--- config.mk ---
export PLATFORM = sky130hd
export DESIGN_NAME = keyword_number_extractor_core
export DESIGN_NICKNAME = d
export VERILOG_FILES = /design/src/kne_pkg.sv /design/src/keyword_number_extractor_core.sv
export SDC_FILE = /design/constraint.sdc
export NUM_CORES = 1
export LEC_CHECK = 0
export CORE_MARGIN = 5
export CORE_UTILIZATION = 35
export CTS_CLUSTER_DIAMETER = 40
export CTS_CLUSTER_SIZE = 25
export DETAILED_ROUTE_END_ITERATION = 16
export DONT_BUFFER_PORTS = 1
export PLACE_DENSITY_LB_ADDON = 0.3
export SYNTH_ARGS = -nofsm -noshare
export SYNTH_HDL_FRONTEND = slang
export SYNTH_SLANG_ARGS = --single-unit
--- constraint.sdc ---
create_clock -name i_clk -period 11.5 [get_ports i_clk]
set_input_delay 2.3 -clock i_clk [delete_from_list [all_inputs] [get_ports i_clk]]
set_output_delay 2.3 -clock i_clk [all_outputs]
set_load 0.02 [all_outputs]
--- src/kne_pkg.sv ---
// ----------------------------------------------------------------------------
// kne_pkg
// Shared types, constants and small lookup functions for the keyword
// number extractor.
// ----------------------------------------------------------------------------
package kne_pkg;

    localparam int KW_LEN      = 6;
    localparam int FRAC_DIGITS = 3;
    localparam int INT_W       = 32;
    localparam int FRAC_W      = 10;
    localparam int TOTAL_W     = 42;

    localparam logic [INT_W-1:0] OUT_MAX = {INT_W{1'b1}};

    localparam logic [7:0] CH_BAR   = 8'h7C;
    localparam logic [7:0] CH_POINT = 8'h2E;
    localparam logic [7:0] CH_ZERO  = 8'h30;
    localparam logic [7:0] CH_NINE  = 8'h39;
    localparam logic [7:0] CH_A_LO  = 8'h61;
    localparam logic [7:0] CH_Z_LO  = 8'h7A;
    localparam logic [7:0] CASE_OFS = 8'h20;

    typedef logic [2:0] t_match;

    typedef enum logic [1:0] {
        PH_SEARCH  = 2'd0,
        PH_SECTION = 2'd1,
        PH_NUMBER  = 2'd2,
        PH_DONE    = 2'd3
    } t_phase;

    // Snapshot of the number state taken on the last byte of a text
    typedef struct packed {
        logic              found;
        logic              overflow;
        logic [INT_W-1:0]  int_part;
        logic [FRAC_W-1:0] frac_part;
        logic [1:0]        frac_count;
    } t_fin;

    // Keyword APPMAG, one letter per index
    function automatic logic [7:0] kw_char(input t_match idx);
        logic [7:0] c;
        case (idx)
            3'd0:    c = 8'h41;  // A
            3'd1:    c = 8'h50;  // P
            3'd2:    c = 8'h50;  // P
            3'd3:    c = 8'h4D;  // M
            3'd4:    c = 8'h41;  // A
            3'd5:    c = 8'h47;  // G
            default: c = 8'h00;
        endcase
        return c;
    endfunction

    // Length of the longest proper prefix that is also a suffix of the
    // first idx matched letters
    function automatic t_match kw_fall(input t_match idx);
        t_match f;
        case (idx)
            3'd5:    f = 3'd1;
            default: f = 3'd0;
        endcase
        return f;
    endfunction

    function automatic logic [FRAC_W-1:0] pow10(input logic [1:0] e);
        logic [FRAC_W-1:0] p;
        case (e)
            2'd0:    p = 10'd1;
            2'd1:    p = 10'd10;
            2'd2:    p = 10'd100;
            default: p = 10'd1000;
        endcase
        return p;
    endfunction

endpackage

--- src/keyword_number_extractor_core.sv ---
// ----------------------------------------------------------------------------
// keyword_number_extractor_core
// Finds the keyword APPMAG in a byte stream and returns the first decimal
// number that follows it, scaled to thousandths.
// ----------------------------------------------------------------------------
// The block takes one text byte per transfer on the slave side, tlast on the
// final byte of the text. Bytes are folded to upper case and matched against
// APPMAG; partial matches fall back so overlapping keywords are still seen.
// After a match the section up to the next '|' is read and the first number
// (digits with at most one point) is captured; a section without digits
// resumes the keyword search at the '|'. Once a number has ended, later
// bytes are ignored. Each text produces exactly one result transfer, issued
// after its tlast byte: found, the value times 1000 (fraction truncated to
// three digits) and a saturation flag, with value pinned at 4294967295 when
// the number does not fit. Throughput is one byte per clock. The tlast
// transfer loads the input register, the snapshot register follows (state
// update), then the output register (x1000 scaling), which drives
// m_axis_tvalid. Ordinary bytes keep flowing while results wait on the
// master side; a tlast byte stalls only while both the snapshot and the
// output register hold untaken results.
module keyword_number_extractor_core (
    input  logic        i_clk,
    input  logic        i_rst_n,
    input  logic        s_axis_tvalid,
    output logic        s_axis_tready,
    input  logic [7:0]  s_axis_tdata,   // [7:0] ch
    input  logic        s_axis_tlast,   // last
    output logic        m_axis_tvalid,
    input  logic        m_axis_tready,
    output logic [39:0] m_axis_tdata    // [0] found, [32:1] value_milli,
                                        // [33] saturated, [39:34] zero
);

    // ---------------- input register ----------------
    logic       r_in_valid;
    logic       r_in_last;
    logic [7:0] r_in_ch;

    // ---------------- scan state ----------------
    kne_pkg::t_phase                 r_phase,      n_phase;
    kne_pkg::t_match                 r_match,      n_match;
    logic [kne_pkg::INT_W-1:0]       r_int,        n_int;
    logic [kne_pkg::FRAC_W-1:0]      r_frac,       n_frac;
    logic [1:0]                      r_frac_cnt,   n_frac_cnt;
    logic                            r_point,      n_point;
    logic                            r_ovf,        n_ovf;

    // ---------------- snapshot and output registers ----------------
    logic                            r_fin_valid;
    kne_pkg::t_fin                   r_fin;
    logic                            r_out_valid;
    logic                            r_out_found;
    logic [kne_pkg::INT_W-1:0]       r_out_value;
    logic                            r_out_sat;

    // ---------------- flow control ----------------
    logic out_adv;   // output register may load
    logic fin_adv;   // snapshot register may load
    logic proc;      // byte in the input register is consumed this cycle

    assign out_adv       = !r_out_valid || m_axis_tready;
    assign fin_adv       = !r_fin_valid || out_adv;
    // Only a tlast byte needs room downstream; others just update state
    assign proc          = r_in_valid && (!r_in_last || fin_adv);
    assign s_axis_tready = !r_in_valid || proc;

    always_ff @(posedge i_clk) begin
        if (!i_rst_n) begin
            r_in_valid <= 1'b0;
        end else if (s_axis_tready) begin
            r_in_valid <= s_axis_tvalid;
        end
    end

    always_ff @(posedge i_clk) begin
        if (s_axis_tready && s_axis_tvalid) begin
            r_in_ch   <= s_axis_tdata;
            r_in_last <= s_axis_tlast;
        end
    end

    // ---------------- byte classification ----------------
    logic [7:0] ch_up;
    logic       is_digit;
    logic [3:0] digit;

    always_comb begin
        ch_up = r_in_ch;
        if (r_in_ch >= kne_pkg::CH_A_LO && r_in_ch <= kne_pkg::CH_Z_LO) begin
            ch_up = r_in_ch - kne_pkg::CASE_OFS;
        end
    end

    assign is_digit = (ch_up >= kne_pkg::CH_ZERO) && (ch_up <= kne_pkg::CH_NINE);
    assign digit    = 4'(ch_up - kne_pkg::CH_ZERO);

    // ---------------- keyword matcher ----------------
    kne_pkg::t_match k_cur;
    kne_pkg::t_match k_fall;
    kne_pkg::t_match k_next;

    always_comb begin
        k_cur  = (r_match >= 3'(kne_pkg::KW_LEN)) ? 3'd0 : r_match;
        k_fall = kne_pkg::kw_fall(k_cur);
        if (ch_up == kne_pkg::kw_char(k_cur)) begin
            k_next = k_cur + 3'd1;
        end else if (k_fall != 3'd0 && ch_up == kne_pkg::kw_char(k_fall)) begin
            k_next = k_fall + 3'd1;
        end else if (ch_up == kne_pkg::kw_char(3'd0)) begin
            k_next = 3'd1;
        end else begin
            k_next = 3'd0;
        end
    end

    // ---------------- next state: phase and match count ----------------
    always_comb begin
        n_phase = r_phase;
        n_match = r_match;
        case (r_phase)
            kne_pkg::PH_SEARCH: begin
                if (k_next >= 3'(kne_pkg::KW_LEN)) begin
                    n_match = 3'd0;
                    n_phase = kne_pkg::PH_SECTION;
                end else begin
                    n_match = k_next;
                end
            end
            kne_pkg::PH_SECTION: begin
                if (ch_up == kne_pkg::CH_BAR) begin
                    n_phase = kne_pkg::PH_SEARCH;
                    n_match = 3'd0;
                end else if (is_digit) begin
                    n_phase = kne_pkg::PH_NUMBER;
                end
            end
            kne_pkg::PH_NUMBER: begin
                if (!is_digit && !(ch_up == kne_pkg::CH_POINT && !r_point)) begin
                    n_phase = kne_pkg::PH_DONE;
                end
            end
            default: begin
                n_phase = r_phase;
            end
        endcase
    end

    // ---------------- next state: number accumulator ----------------
    logic        take_digit;
    logic [35:0] int_x10;

    assign take_digit = is_digit &&
                        (r_phase == kne_pkg::PH_SECTION || r_phase == kne_pkg::PH_NUMBER);
    assign int_x10    = 36'(r_int) * 36'd10 + 36'(digit);

    always_comb begin
        n_int      = r_int;
        n_frac     = r_frac;
        n_frac_cnt = r_frac_cnt;
        n_point    = r_point;
        n_ovf      = r_ovf;
        if (take_digit) begin
            if (r_point) begin
                // Keep only the first fraction digits, drop the rest
                if (r_frac_cnt < 2'(kne_pkg::FRAC_DIGITS)) begin
                    n_frac     = 10'(r_frac * 10'd10 + 10'(digit));
                    n_frac_cnt = r_frac_cnt + 2'd1;
                end
            end else if (!r_ovf) begin
                if (int_x10 > 36'(kne_pkg::OUT_MAX)) begin
                    n_ovf = 1'b1;
                    n_int = kne_pkg::OUT_MAX;
                end else begin
                    n_int = int_x10[kne_pkg::INT_W-1:0];
                end
            end
        end else if (r_phase == kne_pkg::PH_NUMBER && ch_up == kne_pkg::CH_POINT) begin
            n_point = 1'b1;
        end
    end

    // ---------------- state registers ----------------
    always_ff @(posedge i_clk) begin
        if (!i_rst_n) begin
            r_phase    <= kne_pkg::PH_SEARCH;
            r_match    <= 3'd0;
            r_int      <= '0;
            r_frac     <= '0;
            r_frac_cnt <= 2'd0;
            r_point    <= 1'b0;
            r_ovf      <= 1'b0;
        end else if (proc) begin
            if (r_in_last) begin
                // Text finished: clear for the next one
                r_phase    <= kne_pkg::PH_SEARCH;
                r_match    <= 3'd0;
                r_int      <= '0;
                r_frac     <= '0;
                r_frac_cnt <= 2'd0;
                r_point    <= 1'b0;
                r_ovf      <= 1'b0;
            end else begin
                r_phase    <= n_phase;
                r_match    <= n_match;
                r_int      <= n_int;
                r_frac     <= n_frac;
                r_frac_cnt <= n_frac_cnt;
                r_point    <= n_point;
                r_ovf      <= n_ovf;
            end
        end
    end

    // ---------------- snapshot on the last byte ----------------
    always_ff @(posedge i_clk) begin
        if (!i_rst_n) begin
            r_fin_valid <= 1'b0;
        end else if (fin_adv) begin
            r_fin_valid <= proc && r_in_last;
        end
    end

    always_ff @(posedge i_clk) begin
        if (fin_adv && proc && r_in_last) begin
            r_fin.found      <= (n_phase == kne_pkg::PH_NUMBER) ||
                                (n_phase == kne_pkg::PH_DONE);
            r_fin.overflow   <= n_ovf;
            r_fin.int_part   <= n_int;
            r_fin.frac_part  <= n_frac;
            r_fin.frac_count <= n_frac_cnt;
        end
    end

    // ---------------- scaling to thousandths ----------------
    logic [19:0]                   frac_milli;
    logic [kne_pkg::TOTAL_W-1:0]   total;
    logic                          res_sat;
    logic [kne_pkg::INT_W-1:0]     res_value;

    assign frac_milli = 20'(r_fin.frac_part) * 20'(kne_pkg::pow10(2'd3 - r_fin.frac_count));
    assign total      = 42'(r_fin.int_part) * 42'd1000 + 42'(frac_milli);

    always_comb begin
        res_sat   = 1'b0;
        res_value = '0;
        if (r_fin.found) begin
            if (r_fin.overflow || total > 42'(kne_pkg::OUT_MAX)) begin
                res_sat   = 1'b1;
                res_value = kne_pkg::OUT_MAX;
            end else begin
                res_value = total[kne_pkg::INT_W-1:0];
            end
        end
    end

    // ---------------- output register ----------------
    always_ff @(posedge i_clk) begin
        if (!i_rst_n) begin
            r_out_valid <= 1'b0;
        end else if (out_adv) begin
            r_out_valid <= r_fin_valid;
        end
    end

    always_ff @(posedge i_clk) begin
        if (out_adv && r_fin_valid) begin
            r_out_found <= r_fin.found;
            r_out_value <= res_value;
            r_out_sat   <= res_sat;
        end
    end

    assign m_axis_tvalid = r_out_valid;
    assign m_axis_tdata  = {6'd0, r_out_sat, r_out_value, r_out_found};

endmodule
# Word level (Yosys, flattened, before mapping)
# Cells that the tools add are included.
[word_totals]
reg_bits = 143
latch_bits = 0
ram_bits = 0
rom_bits = 0
inputBits = 13
out_inout_bits = 42
word_cells = 148
n_memories = 0
[classes]
add_sub_neg = 9
mul = 4
div = 0
order_cmp = 9
eq_ne = 23
n_shift = 0
n_mux = 43
bitwise_logic = 0
reduce_logical = 40
[ops]
columns = ["op", "count"]
rows = [
  ["32-bit 2-to-1 mux", 6],
  ["7-bit case mux with 4 select lines", 2],
  ["42-bit by 20-bit adder with 42-bit output", 1],
  ["42-bit by 32-bit > comparator with 1-bit output, second input constant", 1],
  ["10-bit 2-to-1 mux", 4],
  ["32-bit by 7-bit multiplier with 39-bit output, second input constant", 1],
  ["36-bit by 4-bit adder with 36-bit output", 1],
  ["36-bit by 32-bit > comparator with 1-bit output, second input constant", 1],
  ["32-bit by 3-bit multiplier with 35-bit output, second input constant", 1],
  ["10-bit case mux with 3 select lines", 1],
  ["10-bit by 10-bit multiplier with 20-bit output", 1],
  ["2-bit 2-to-1 mux", 9],
  ["3-bit 2-to-1 mux", 6],
  ["8-bit by 7-bit equality test with 1-bit output, second input constant", 2],
  ["8-bit 2-to-1 mux", 2],
  ["1-bit logical AND", 13],
  ["3-bit by 2-bit equality test with 1-bit output, second input constant", 4],
  ["3-bit equality test, second input constant", 4],
  ["1-bit 2-to-1 mux", 11],
  ["10-bit by 4-bit adder with 10-bit output", 1],
  ["10-bit by 3-bit multiplier with 9-bit output, second input constant", 1],
  ["2-bit equality test, second input constant", 4],
  ["8-bit by 6-bit equality test with 1-bit output, second input constant", 1],
  ["8-bit by 7-bit equality test with 1-bit output", 1],
  ["other kinds (26)", 49],
]

# Depth between registers and ports, before layout
# Gate-level depths: netlist of run 1.
[depth]
ltp_word = 17
mapped_depth = 31
mapped_depth_nobuf = 30

# Worst setup path before layout of run 1
# No wires, ideal clock.
[synth_path]
path_type = "reg2reg"
start = "register r_fin[13] (netlist bit)"
end = "register r_out_value[10] (netlist bit) (data pin)"
setup_ns = 0.270
arrival_ns = 7.600
required_time_ns = 11.230
setup_slack_ns = 3.630
path_stages_with_launch = 31
n_path_buf = 2
period_less_slack_ns = 7.870
cell_sequence = "edfxtp_1 fa_1 inv_1 fa_1 fa_1 fa_1 inv_1 ha_1 a21oi_1 o21ai_0 or2_2 xor2_1 ha_1 inv_1 fa_1 fa_1 inv_1 ha_1 clkbuf_1 nand4_1 a211oi_1 o41ai_1 o21ai_1 o221a_2 o31a_1 nand3_1 nor4_1 a21oi_1 a211oi_4 buf_2 a31oi_1"
[synth_between]
elab_chain_cells = 5
[synth_rtl]
columns = ["element", "line_no", "text"]
rows = [
  ["start, declared", "keyword_number_extractor_core.sv:50", "kne_pkg::t_fin r_fin;"],
  ["32-bit by 7-bit multiplier with 39-bit output *", "keyword_number_extractor_core.sv:241", "assign total = 42'(r_fin.int_part) * 42'd1000 + 42'(frac_milli);"],
  ["42-bit by 20-bit adder with 42-bit output *", "keyword_number_extractor_core.sv:241", ""],
  ["42-bit by 32-bit > comparator with 1-bit output", "keyword_number_extractor_core.sv:247", "if (r_fin.overflow || total > 42'(kne_pkg::OUT_MAX)) begin"],
  ["1-bit logical OR", "keyword_number_extractor_core.sv:247", ""],
  ["32-bit 2-to-1 mux *", "keyword_number_extractor_core.sv:247", ""],
  ["end signal, assigned", "keyword_number_extractor_core.sv:268", "r_out_value <= res_value;"],
  ["end, declared", "keyword_number_extractor_core.sv:53", "logic [kne_pkg::INT_W-1:0] r_out_value;"],
]
# Every way passes the cells marked *; elsewhere a longest branch is shown, timed or not.
# A chain may end at the register's enable or synchronous reset.

# Final worst setup path of run 1
[layout_path]
start = "register r_fin[13] (netlist bit)"
end = "register r_out_value[27] (netlist bit) (data pin)"
# The elaborated chain is that of the path after synthesis.

==> summary.md, run 1 <==
| Metric | Value |
|---|---|
| CP max stage delay | roughly 0.98 ns |
| Worst EP required | 11.63 ns |
| ANT cells | 0 |
| Row count | 86 |
| Slew HR | 15.6% |
| Crit path launch type | flip-flop |
| Antenna Nets Post-Route | 0 |
| Worst IR Drop VDD | approximately 0.15 mV |
| Worst-Margin Slew | 1.26 ns |
| # resized after CTS | 0 |
| Clock transition at path regs | roughly 0.070 ns |
| Max cap viols | 0 |
| WS Path Type | flip-flop to flip-flop |
| Skew final | between 0.015 and 0.02 ns |
| All-layer global routing usage | 14.7% |
| Die area | between 0.06 and 0.07 mm² |
| Initial antenna violation count | 1 |
| First-pass GRT wire length | between 70000 and 80000 µm |
| Core area | 0.0549 mm² |
| Final net count | around 2500 |
| Library cells used by synthesis | 88 |
| Setup WS post-layout | 2.36 ns |
| Clk buf depth | 2 |
| Arr. time, crit path | 9.27 ns |
| Leak pwr | a little over 9 nW |
| Max stage delay cell, worst path | a211oi_4 |
| Pins over their slew limit | 0 |
| Peak Freq | 0.109 GHz |
| Clock insertion delay at the later pin of the skew report | 0.47 ns |
| Most frequent CP cell | fa_1 |
| Yosys reg bits | 143 |
| Mapped Cells | about 2200 |
| DRC violations left | 0 |
| Routability cong. | 0.904 |
| Final Hold Viols | 0 |
| Final Hold Slack | a little over 0.5 ns |
| CTS tree | built |
| Cell area power density | 164 mW/mm² |
| I/O Buffers | 0 |
| Yosys warns | 0 |
| Die H | 245 µm |
| CTS Buf Count | 17 |
| Min Tclk post-route | 9.14 ns |
| Synth-to-Final Area Change | 5.78% |
| Ports | 55 |
| Setup_tns | 0 ns |
| Largest net degree at the start of global routing | 67 |
| Detailed placement HPWL | 36900 µm |
| Clk Tree Root Cell | clkbuf_16 |
| 1st-iter DRT viols | approximately 940 |
| Post-Place Worst Slack | between 2 and 2.5 ns |
| Drt wl/cell | 15.7 µm |
| RSZ-0062 raised after global routing | no |
| Number of flops mapped to enable cells by yosys | 89 |
| Vias | 14800 |
| Vias in the first global route | between 10000 and 15000 |
| Count of hold-fix buffers inserted at cts | 0 |
| Status | complete, no violations |
| Post-Syn Area | 0.0193 mm² |
| CTS Sinks | about 140 |
| CP endpoint kind | flip-flop |
| Async set or reset register ratio after synthesis | 0% |
| Initial core utilization | between 30% and 40% |
| Vias per inst | around 5.2 |
| Postcts setup bufs | 0 |
| Critical Path Fanout Max | 33 |
| H-tree Lvls | 4 |
| Final period util | 79.5% |
| Layout fillers | 5515 |
| Routed WL | between 40000 and 50000 µm |
| Synth Flop Type | edfxtp_1 |
| Syn avg cell area | 8.95 µm² |
| Post-synthesis sequential area ratio | around a fifth |
| Min-Delay Path Class | flip-flop to flip-flop |
| Setup violators final | 0 |
| Die X-Extent | 245 µm |
| First drt pass iteration count | 5 |
| Total congestion overflow | 0 |
| Share of layout cells above drive strength 1 | 3.59% |
## cell type report
| cell class | count | area, µm² | area share, % |
|---|---|---|---|
| Clock inverter | 15 | 141 | 0.692 |
| Tap cell | 704 | 881 | 4.31 |
| Sequential cell | 143 | 3750 | 18.4 |
| Clock buffer | 17 | 425 | 2.08 |
| Multi-Input combinational cell | 1659 | 14200 | 69.3 |
| Inverter | 276 | 1040 | 5.07 |
| Timing Repair Buffer | 6 | 45.0 | 0.220 |
## final timing paths
kind                 startpoint              end  slack [ns]  depth (start not counted)
hold / removal    r_frac_cnt[1]    r_frac_cnt[1]        0.52                          2
setup reg to reg      r_fin[13]  r_out_value[27]        2.36                         28
hold reg to reg   r_frac_cnt[1]    r_frac_cnt[1]        0.52                          2
setup / recovery      r_fin[13]  r_out_value[27]        2.36                         28
## per-layer routing
layer | track usage (%) | share of wire, % | vias up
met2 | 24.6 | 47 | 257
met4 | 3.56 | 1.6 | 0
met3 | 1.92 | 2.5 | 43
met5 | 0 | 0 | -
met1 | 20.4 | 49 | 7079
li1 | - | - | 7393
## flip-flops by register name, summed over array words and instances (netlist names)
| register | cells |
|---|---|
| r_in_valid | 1 |
| m_axis_tvalid | 1 |
| r_in_last | 1 |
| r_fin_valid | 1 |
| r_fin | 46 |
| r_ovf | 1 |
| r_out_value | 32 |
| r_frac | 10 |
| r_match | 3 |
| r_int | 32 |
| r_in_ch | 8 |
| r_out_found | 1 |
| r_phase | 2 |
| r_frac_cnt | 2 |
| r_point | 1 |
| r_out_sat | 1 |
## placed cells by master (no fill, tap or decap), drive strengths merged, types with 34 or more instances in the layout
master,n
nor2,152
dfxtp,54
xor2,48
ha,235
a31oi,80
o21ai,123
a21oi,130
a21o,34
xnor2,66
edfxtp,89
nand3,38
inv,284
nor3,39
fa,191
nand2,148
nor2b,37
## logic make-up (layout without fill, tap and decap cells)
kind of cell | Yosys count | after routing | share of synthesized area [%]
simple gates | 582 | 582 | 14.8
other cells | 1 | 6 | 0.0194
flops | 143 | 143 | 19.4
mux | 7 | 7 | 0.382
compound gates | 524 | 524 | 17.6
xor+xnor | 114 | 114 | 5.17
fa+ha+maj | 426 | 426 | 35.0
buf+inv | 363 | 314 | 7.56
## Yosys cell counts (11+ instances only)
master | instances | area [µm²]
fa_1 | 191 | 3820
dfxtp_1 | 54 | 1080
buf_4 | 11 | 82.6
nor2b_1 | 37 | 231
clkbuf_1 | 45 | 169
and3_1 | 23 | 144
xnor2_1 | 66 | 578
or3_1 | 19 | 119
nor3_1 | 39 | 195
o21ai_0 | 110 | 551
ha_1 | 235 | 2940
a31oi_1 | 80 | 500
o21ai_1 | 11 | 55.1
nand2b_1 | 31 | 194
o21bai_1 | 12 | 90.1
nand2_1 | 148 | 556
a22oi_1 | 14 | 105
a21oi_1 | 129 | 646
o21a_1 | 19 | 143
nor2_1 | 151 | 567
a21o_1 | 34 | 255
nand3_1 | 37 | 185
and2_1 | 17 | 106
a211oi_1 | 14 | 105
inv_1 | 276 | 1040
edfxtp_1 | 89 | 2670
nor4_1 | 11 | 68.8
buf_2 | 26 | 130
nand4_1 | 27 | 169
xor2_1 | 48 | 420
## through the flow
step	total power, mW	cells	util (%)	area, µm²
2_1_floorplan	2.32	2165	-	19300
3_3_place_gp	2.78	2788	36.2	19900
3_5_place_dp	2.78	2788	36.2	19900
4_1_cts	3.36	2820	37.2	20400
5_1_grt	3.68	2820	37.2	20400
6_report	3.34	2820	37.2	20400
## critical path, delay by kind of cell, from the launching register on
family	cells	cell delay [ns]
flops	1	0.54
simple gates	4	1.03
buf+inv	4	0.18
xor+xnor	1	0.15
compound gates	10	2.89
fa+ha+maj	9	3.99
## power by group
part           switching [mW]  total, mW  internal (mW)  leakage [nW]
Sequential             0.0168      0.570          0.553          1.26
Combinational            1.38       2.23          0.847          7.51
Clock                   0.259      0.545          0.286         0.283
Total                    1.66       3.34           1.69          9.06
Note: power is estimated with default switching activity, not from simulation.
==> inputs of run 2 (changes only) <==
Clock period 11.5 ns to 8.7 ns, I/O delays scaled along.
==> summary.md, run 2 (synthesized netlist as in run 1, its figures left out) <==
| Metric | Value |
|---|---|
| Status | complete, no violations |
| Final Hold Viols | 0 (unchanged) |
| Critical Path Fanout Max | 33 (unchanged) |
| CP max stage delay | 0.55 ns (-0.43 ns) |
| Clk buf depth | 2 (unchanged) |
| Crit path launch type | flip-flop |
| Min-delay src | r_frac_cnt[1] |
| CTS Buf Count | 17 (unchanged) |
| Die area | 0.0600 mm² (unchanged) |
| Final net count | 2548 (+0.24%) |
| Worst-Margin Slew | 1.03 ns (-0.232 ns) |
| Pins over their slew limit | 0 (unchanged) |
| Clock transition at path regs | 0.07 ns (about the same) |
| ANT cells | 0 (unchanged) |
| Setup violators final | 0 (unchanged) |
| Worst Setup SP | r_fin[14] |
| Slew HR | 31.2% (+16 points) |
| Count of hold-fix buffers inserted at cts | 0 (unchanged) |
| Max cap viols | 0 (unchanged) |
| CP Depth | 29 (+3.6%) |
| Worst path top cell family by delay | adder cells |
| Detailed placement HPWL | 36600 µm (-0.96%) |
| First drt pass iteration count | 5 (unchanged) |
| CTS Sinks | 143 (unchanged) |
| Final Hold Slack | 0.512 ns (-0.00343 ns) |
| H-tree Lvls | 4 (unchanged) |
| Top flop regs | r_fin: 46 flops, r_int: 32 flops, r_out_value: 32 flops |
| Share of layout cells above drive strength 1 | 4.10% (+0.51 points) |
| CP endpoint kind | flip-flop |
| WHS Path Cells | 2 (unchanged) |
| Drt wl/cell | 15.6 µm (-0.58%) |
| Max stage delay cell, worst path | fa_1 |
| Initial antenna violation count | 0 (-1) |
| Clock insertion delay at the later pin of the skew report | 0.47 ns (about the same) |
| Ports | 55 (unchanged) |
| DP Cell Count | 2790 (+0.072%) |
| Row count | 86 (unchanged) |
| Die H | 245 µm (unchanged) |
| Vias per inst | 5.29 (+0.95%) |
| Reg2reg setup slack | 0.48 ns (-1.88 ns) |
| All-layer global routing usage | 14.8% (+0.081 points) |
| Synth-to-Final Area Change | 6.25% |
| Most frequent CP cell | fa_1 |
| Vias | 14900 (+1.2%) |
| Final period util | 94.5% (+15 points) |
| Worst IR Drop VDD | 0.129 mV (-11%) |
| Total congestion overflow | 0 (unchanged) |
| Skew final | 0.0153 ns (-0.00323 ns) |
| RR Startpoint | r_fin[14] |
| Reg with most FFs | r_fin |
| First-pass GRT wire length | 74400 µm (+0.48%) |
| R2R depth | 29 (+3.6%) |
| Post-Place Worst Slack | 0.119 ns (-2.26 ns) |
| Layout fillers | 5533 (+0.33%) |
| Most frequent cells in the layout | inv_1 (274), ha_1 (235), fa_1 (191) |
| CTS tree | built |
| Initial core utilization | 35.2% (unchanged) |
| Die X-Extent | 245 µm (unchanged) |
| Most common cell after layout, fill and taps aside | inv_1 |
| Peak Freq | 0.122 GHz (+11%) |
| DRC violations left | 0 (unchanged) |
| Setup WS post-layout | 0.479 ns (-1.88 ns) |
| WS Path Type | flip-flop to flip-flop |
| Routability cong. | 0.887 (-1.9%) |
| Vias in the first global route | 14900 (+0.14%) |
| Core area | 0.0549 mm² (unchanged) |
| Leak pwr | 9.09 nW (+0.40%) |
| I/O Buffers | 0 (unchanged) |
| Arr. time, crit path | 8.37 ns (-0.90 ns) |
| Antenna Nets Post-Route | 0 (unchanged) |
| Routed WL | 44100 µm (-0.37%) |
| 1st-iter DRT viols | 936 (-0.85%) |
| Fin cells | 2826 (+0.21%) |
| CP bufs+invs | 5 (+1) |
| Min-Delay Path Class | flip-flop to flip-flop |
| Min Tclk post-route | 8.22 ns (-0.916 ns) |
| Cell area power density | 216 mW/mm² (+32%) |
| Largest net degree at the start of global routing | 67 (unchanged) |
| Max reg flops | 46 (unchanged) |
| Worst EP required | 8.85 ns (-2.78 ns) |
| Clk Tree Root Cell | clkbuf_16 |
## run 2: cell count changes in the layout (fill, tap and decap cells not counted), moves of 2 or more
cell and delta:
a21oi_1 -2, inv_6 -2, a21oi_2 +2, buf_4 +5
## run 2: layer usage
layer | global-route usage, % | part of all wire, % | up-vias
li1 | - | - | 7405
met1 | 20.8 | 49 | 7224
met2 | 24.0 | 47 | 264
met3 | 1.96 | 2.9 | 51
met4 | 4.19 | 1.9 | 0
met5 | 0 | 0 | -
## run 2: area by class of cell
type | count | area, µm² | share of cell area [%]
Clock buffer | 19 | 464 | 2.26
Clock inverter | 13 | 123 | 0.597
Inverter | 276 | 1040 | 5.05
Multi-Input combinational cell | 1659 | 14200 | 69.0
Sequential cell | 143 | 3750 | 18.3
Tap cell | 704 | 881 | 4.29
Timing Repair Buffer | 12 | 97.6 | 0.475
## run 2: metrics by stage
stage               utilization [%]  instance area, µm²   TNS, ns  power (mW)
floorplan                         -               19300         0        3.07
global placement               36.2               19900         0        3.67
detailed placement             36.2               19900         0        3.68
CTS                            37.3               20500         0        4.45
global route                   37.4               20500  -0.00466        4.89
finish                         37.4               20500         0        4.43
## run 2: report_power, final
part | internal (mW) | total, mW | switching, mW
combinational | 1.13 | 2.95 | 1.82
sequential | 0.732 | 0.754 | 0.0219
clock | 0.401 | 0.735 | 0.334
total | 2.26 | 4.43 | 2.18
## run 2: final timing paths
| check | to |
|---|---|
| min | r_frac_cnt[1] |
| min reg2reg | r_frac_cnt[1] |
| max reg2reg | r_out_value[2] |
| max | r_out_value[2] |
## run 2: timing repair
| action | 4_1_cts | 5_1_grt |
|---|---|---|
| buffers inserted | 0 | 4 |
| resized for setup | 0 | 7 |
| setup endpoints to repair | 0 | 33 |
## run 2: worst min-delay path: stages (launching register included)
cell and delay [ns]:
dfxtp_1 0.36, a31oi_1 0.05, nor2_1 0.07
==> inputs of run 3 (changes only) <==
Settings changed: GPL_TIMING_DRIVEN from default to 0.
==> summary.md, run 3 (synthesized netlist as in run 1, its figures left out) <==
| Metric | Value |
|---|---|
| Min-Delay Path Class | flip-flop to flip-flop |
| H-tree Lvls | 4 (unchanged) |
| Ports | 55 (unchanged) |
| Share of layout cells above drive strength 1 | 6.07% (+2.0 points) |
| ANT cells | 0 (unchanged) |
| Final net count | 2635 (+3.4%) |
| Most frequent CP cell | fa_1 |
| Top flop regs | r_fin: 46 flops, r_int: 32 flops, r_out_value: 32 flops |
| Critical Path Fanout Max | 10 (-70%) |
| Routability cong. | 0.900 (+1.4%) |
| I/O Buffers | 0 (unchanged) |
| Vias | 15200 (+1.9%) |
| 1st-iter DRT viols | 806 (-14%) |
| Worst-Margin Slew | 0.949 ns (-0.0814 ns) |
| Arr. time, crit path | 8.43 ns (+0.06 ns) |
| Routed WL | 46500 µm (+5.5%) |
| Reg with most FFs | r_fin |
| Final Hold Viols | 0 (unchanged) |
| Cell area power density | 213 mW/mm² (-1.5%) |
| Row count | 86 (unchanged) |
| Cell area after placement | 0.0202 mm² (+1.8%) |
| Worst IR Drop VDD | 0.178 mV (+37%) |
| Detailed placement HPWL | 39000 µm (+6.7%) |
| Skew final | 0.0134 ns (-0.00190 ns) |
| Total power | 4.47 mW (+0.70%) |
| Clock insertion delay at the later pin of the skew report | 0.45 ns (-0.02 ns) |
| Most frequent cells in the layout | inv_1 (273), ha_1 (234), fa_1 (191) |
| Leak pwr | 9.35 nW (+2.8%) |
| Status | complete, no violations |
| Die H | 245 µm (unchanged) |
| Synth-to-Final Area Change | 8.59% |
| Max reg flops | 46 (unchanged) |
| Worst EP required | 8.86 ns (about the same) |
| Core area | 0.0549 mm² (unchanged) |
| Vias per inst | 5.23 (-1.1%) |
| Max cap viols | 0 (unchanged) |
| Setup violators final | 0 (unchanged) |
| Initial core utilization | 35.2% (unchanged) |
| CP max stage delay | 0.56 ns (about the same) |
| WS Path Type | flip-flop to flip-flop |
| Initial antenna violation count | 0 (unchanged) |
| Antenna Nets Post-Route | 0 (unchanged) |
| Pins over their slew limit | 0 (unchanged) |
| Largest net degree at the start of global routing | 47 (-30%) |
| First-pass GRT wire length | 77100 µm (+3.6%) |
| Final period util | 95.1% (+0.56 points) |
| Clk buf depth | 2 (unchanged) |
| Drt wl/cell | 16.0 µm (+2.3%) |
| Die X-Extent | 245 µm (unchanged) |
| CP endpoint kind | flip-flop |
| Total congestion overflow | 0 (unchanged) |
| Most common cell after layout, fill and taps aside | inv_1 |
| Slew HR | 36.7% (+5.5 points) |
| First drt pass iteration count | 5 (unchanged) |
| Clk Tree Root Cell | clkbuf_16 |
| Crit path launch type | flip-flop |
| Die area | 0.0600 mm² (unchanged) |
| Design Area, Final | 0.0210 mm² (+2.2%) |
| Peak Freq | 0.121 GHz (-0.59%) |
| CTS tree | built |
| DRC violations left | 0 (unchanged) |
| Count of hold-fix buffers inserted at cts | 0 (unchanged) |
| CTS Sinks | 143 (unchanged) |
| Max stage delay cell, worst path | fa_1 |
| All-layer global routing usage | 15.4% (+0.66 points) |
| Clock transition at path regs | 0.07 ns (about the same) |
| Min Tclk post-route | 8.27 ns (+0.0489 ns) |
| Vias in the first global route | 15300 (+2.5%) |
| CTS Buf Count | 17 (unchanged) |
run 3: changes by cell type in the layout (fill, tap and decap cells not counted), moves of 2 or more:
cell,change
buf_4,+11
buf_12,+2
buf_6,+3
inv_2,+2
clkbuf_1,+44
buf_2,+24
clkbuf_4,+2
nor2_1,+2
clkinv_4,+4
inv_8,-2
run 3: per-stage QoR:
step	hold slack, ns	util [%]	setup TNS, ns	std cells	setup WS [ns]
2_1_floorplan	0.426	-	0	2165	0.830
3_3_place_gp	0.479	36.8	-8.53	2869	-0.318
3_5_place_dp	0.495	36.9	-10.70	2870	-0.390
4_1_cts	0.507	38.0	0	2906	0.0664
5_1_grt	0.536	38.2	-0.0324	2913	-0.0150
6_report	0.504	38.2	0	2913	0.430
run 3: path summary, 6_finish.rpt:
| path | from | endpoint | slack (ns) | depth (start not counted) |
|---|---|---|---|---|
| setup / recovery | r_fin[13] | r_out_value[27] | 0.43 | 29 |
| hold / removal | r_ovf | r_ovf | 0.50 | 2 |
| setup reg to reg | r_fin[13] | r_out_value[27] | 0.43 | 29 |
| hold reg to reg | r_ovf | r_ovf | 0.50 | 2 |
run 3: repair_timing:
item | in CTS | in global routing
setup buffers | 4 | 8
setup endpoints to repair | 33 | 33
pin swaps | 2 | 3
resized for setup | 3 | 12
run 3: layer usage:
layer  global-route usage, %  part of all wire, %  vias up
li1                        -                    -     7586
met1                    21.1                   47     7326
met2                    25.8                   47      251
met3                    1.80                  2.5       64
met4                    4.74                  2.6        0
met5                       0                    0        -
run 3: critical path, delay by kind of cell, from the launching register on:
family	cells	cell delay, ns
adders and majority gates	9	3.87
AOI/OAI and AO/OA	8	1.98
and+or+nand+nor	5	0.93
buffers and inverters	6	0.57
DFF	1	0.46
xor gates and xnor gates	1	0.15
run 3: cell type report:
type / count / area [µm²]
fill: 5514 / 33900
multi-input combinational: 1659 / 14200
sequential: 143 / 3750
inverter: 276 / 1040
tap: 704 / 881
clock buffer: 17 / 425
buffer: 86 / 425
clock inverter: 15 / 149
timing repair buffer: 13 / 123
run 3: power breakdown:
| group | internal, mW | leakage (nW) | switching (mW) |
|---|---|---|---|
| registers | 0.731 | 1.26 | 0.0183 |
| logic | 1.14 | 7.80 | 1.84 |
| clock network | 0.401 | 0.284 | 0.331 |
| total | 2.28 | 9.35 | 2.19 |
